`src/tskl_ram.sv`:
```
module tskl_ram #(
  parameter int WIDTH = 8,
  parameter int DEPTH = 16
) (
  input  logic                     clk,
  input  logic                     we,
  input  logic [$clog2(DEPTH)-1:0] waddr,
  input  logic [WIDTH-1:0]         wdata,
  input  logic                     re,
  input  logic [$clog2(DEPTH)-1:0] raddr,
  output logic [WIDTH-1:0]         rdata
);
  logic [WIDTH-1:0] mem [DEPTH];

  always_ff @(posedge clk) begin
    if (we) begin
      mem[waddr] <= wdata;
    end
    if (re) begin
      rdata <= mem[raddr];
    end
  end
endmodule

```
`config.mk`:
```
export PLATFORM = sky130hd
export DESIGN_NAME = tskl_ram
export DESIGN_NICKNAME = d
export VERILOG_FILES = /design/src/tskl_ram.sv
export SDC_FILE = /design/constraint.sdc
export NUM_CORES = 1
export LEC_CHECK = 0
export ABC_AREA = 0
export BUFFER_PORTS_ARGS = -buffer_cell sky130_fd_sc_hd__clkbuf_2
export CORE_MARGIN = 3
export CORE_UTILIZATION = 56
export DETAILED_ROUTE_END_ITERATION = 16
export HOLD_SLACK_MARGIN = 0.15
export PLACE_DENSITY_LB_ADDON = 0.08
export SYNTH_ARGS = -nofsm -noshare
export SYNTH_HDL_FRONTEND = slang
export SYNTH_SLANG_ARGS = --single-unit
```
`constraint.sdc`:
```
create_clock -name clk -period 3.4 [get_ports clk]
set_input_delay 0.51 -clock clk [delete_from_list [all_inputs] [get_ports clk]]
set_output_delay 0.51 -clock clk [all_outputs]
set_load 0.05 [all_outputs]
```
* Word level (Yosys, flattened, before mapping)
Memory sizes are Yosys's and may differ from the RTL's. A register that Yosys moved wholly into a read port is not among the register bits.
Cells that the tools add are included.
** Operators by class
- Multiplexer cells :: 2
** Operators with widths (count)
- 1-bit 2-to-1 mux :: 2
** Storage, ports and cells
- Register bits after elaboration :: 0
- Memory bits (writable) :: 128
- Input bits :: 19
- Output and inout bits :: 8
- Logic and storage cells :: 3
- Memories kept :: 1
** Memories
- mem :: words 16, width 8, read ports 1, clocked after Yosys merged registers in 1, write ports 1, line 13 : logic [WIDTH-1:0] mem [DEPTH];

* Longest topological paths before layout
- Word-level depth :: 2
- Mapped depth :: 5

* Worst setup path before layout
OpenSTA, ideal clock, no wires.
- Kind :: in2reg
- Start point :: input waddr[2]
- End point :: memory mem[0][0] (enable)
- Library setup time :: 0.383 ns
- Arrival time :: 1.620 ns
- Required time :: 3.017 ns
- Setup slack :: 1.397 ns
- Stages on the path :: 2
- Buffers on the path :: 0
- Cells stage by stage :: or3b_2 -> nor3_1
** RTL lines
- start: declaration :: line 7 : input logic [$clog2(DEPTH)-1:0] waddr,
- end: declaration :: line 13
No word-level cell before the write port.

==> results.ini <==
[synthesis]
syn-cell-area_um2=5228
synthSimpleGateAreaFrac_pct=3.135
synth-seq-cells=136
synthAdderAreaFrac_pct=0
synth_compound_area_share_pct=2.298
synth_top_family_by_area=multiplexers
syn_inst=229
ys_warn_count=0
synthMuxAreaShare_pct=14.79
synth_xor_area_share_pct=0
syn_nets=248
yosysSeqAreaShare_pct=78.12
avgSynthCellArea_um2=22.83
synth_cell_types=18

[sta]
tightest_slew_ns=1.003
fin_crit_sh_pct=56.11
setup_violations=0
fin_setup_tns_ns=0
period_needed_ns=1.908
postLayoutSetupSlackWorst_ns=1.492
holdWs_ns=0.4306
fmax_ghz=0.5242
hold_viol=0
slew_viol_final=0
rsz0062_at_grt=false
slew_headroom_pct=32.88
fin_skew_ns=0.01489

[die]
start_util_pct=58.80
die_w_um=102.6
coreArea_um2=8891
dieArea_um2=10530
num_rows=34
dieHeight_um=102.6
io_pins=27

[detailed_routing]
drtIter0Drc=247
routed_wl_um=9774
ant_nets=0
vias_per_cell=6.252
drc=0
firstDrtPassIters=4
vias=2432
routedWlPerCell_um=25.13

[run]
drv_cap=0

[clock_network]
cts_tree=yes
clkSinkCount=136
cts_buffers=17
cts_buffer_depth=2
ctsHtreeMaxLevel=4
clk_pin_slew_ns=0.06
cts_resized=0
holdBufCountCts=0
cts.root.buffer_cell=clkbuf_8
post_cts_buffers=0
clock_latency_ns=0.50

[power]
combPwrFrac_pct=5.1
power.switching_fraction_pct=20.61
p_seq_share_pct=50.5
leakage_uw=0.001992
switchingPower_uw=775.3
clock_power_share_pct=44.4
p_per_area_nw_per_um2=627.0
ir_drop_uv=395.6
p_int_uw=2987

[critical_path]
worstPathRequired_ns=3.63
path_cells=clkbuf_2 > buf_4 > mux4_1 > a22oi_1 > nand2_1
cpMaxStageDelayCell=mux4_1
critical_path_class=primary input to flip-flop
cp-start-kind=primary input
cp-startpoint=raddr[0]
timing.rr.start=mem[2][3]$_DFFE_PP_
crit_fanout=32
end_kind=flip-flop
slowest_delay_ns=0.64
worstPathArrival_ns=2.14

[global_route]
busiest_layer=met1
grt_pass1_vias=2438
antenna_found_initial=0
grt_use_total_pct=20.64
use_met3_pct=5.413
grt_overflow_total=0
grt_pass1_wl_um=15040
grt_max_degree=33
grt_use_met1_pct=31.92
met2_usage_pct=29.69

[place]
place_area_um2=5451
io_buffer_count=26
gp_congestion=0.7083
dp_hpwl_um=6005
pre_cts_ws_ns=0.9690

[min_path]
worstHoldStart=wdata[0]
hold_path.class=primary input to flip-flop

[status]
status=completed

[layout]
n_fill_cell=533
finish.instance_area_um2=6001
final_nets=289
drive_gt1_share_pct=28.47
finish.utilization_pct=67.49
area_growth_pct=14.79
diodes=0

-- final timing paths --
path | to | slack (ns) | cells after the start
min | mem[5][0]$_DFFE_PP_ | 0.43 | 1
max | rdata[3]$_DFFE_PP_ | 1.49 | 5
min reg2reg | rdata[2]$_DFFE_PP_ | 0.75 | 3
max reg2reg | rdata[3]$_DFFE_PP_ | 1.88 | 3
-- critical path, delay by kind of cell --
kind | cells | cell delay [ns]
muxes | 1 | 0.64
buffers and inverters | 2 | 0.57
AOI/OAI and AO/OA | 1 | 0.28
and+or+nand+nor | 1 | 0.11
-- logic make-up after synthesis --
group,count (synthesis)
flops,136
simple gates,35
mux,32
compound gates,16
buf+inv,10
-- synth_stat cells, drive strengths merged --
library cell | instances | share of area (%)
a22oi | 16 | 2.3
buf | 7 | 1.1
and2b | 1 | 0.14
nand2b | 2 | 0.24
and2 | 1 | 0.12
nor2 | 13 | 0.93
nor2b | 1 | 0.12
edfxtp | 136 | 78
nand3 | 1 | 0.096
mux4 | 32 | 15
clkdlybuf4s25 | 3 | 0.57
nand3b | 2 | 0.29
nor3 | 4 | 0.38
nand2 | 9 | 0.65
or3b | 1 | 0.17
-- cell type report --
type                       count  area (µm²)  area share (%)
clock buffer                  18       417.9           6.964
clock inverter                12       131.4           2.189
multi-input combinational     83        1057           17.62
sequential                   136        4084           68.06
tap                          108       135.1           2.252
timing repair buffer          32       175.2           2.919
-- metrics by stage --
| stage | instances | total power (µW) |
|---|---|---|
| after floorplan | 229 | 2056 |
| after global placement | 359 | 2125 |
| after detailed placement | 359 | 2129 |
| after CTS | 389 | 3782 |
| after global routing | 389 | 3889 |
| final | 389 | 3762 |
-- power groups by stage --
stage / registers (µW) / clock network [µW] / logic (µW)
global placement: 1930 / 0 / 190
floorplan: 1960 / 0 / 95.3
finish: 1900 / 1670 / 191
detailed placement: 1940 / 0 / 193
global route: 1900 / 1780 / 208
CTS: 1900 / 1690 / 194
-- state kept, by name, summed over array words and instances (netlist names) --
register,flops
rdata,8
mem,128
-- cells in the final DEF (no fill, tap or decap), types with 2 or more instances in the layout --
| cell type | Yosys | routed |
|---|---|---|
| a22oi_1 | 16 | 16 |
| buf_4 | 1 | 6 |
| bufinv_16 | 0 | 2 |
| clkbuf_16 | 0 | 16 |
| clkbuf_2 | 0 | 26 |
| clkinv_2 | 0 | 2 |
| clkinvlp_4 | 0 | 7 |
| edfxtp_1 | 136 | 136 |
| mux4_1 | 14 | 14 |
| mux4_2 | 18 | 18 |
| nand2_1 | 9 | 9 |
| nand2b_1 | 2 | 2 |
| nand3b_1 | 2 | 2 |
| nor2_1 | 13 | 13 |
| nor3_1 | 4 | 4 |
-- metal layers --
metal	vias up	share of wire, %	wire length (µm)
met3	2	6.8	667
li1	1060	-	-
met4	0	0.26	25
met2	100	49	4767
met5	-	0	0
met1	1270	44	4314
Power figures use the tool's default switching activity.
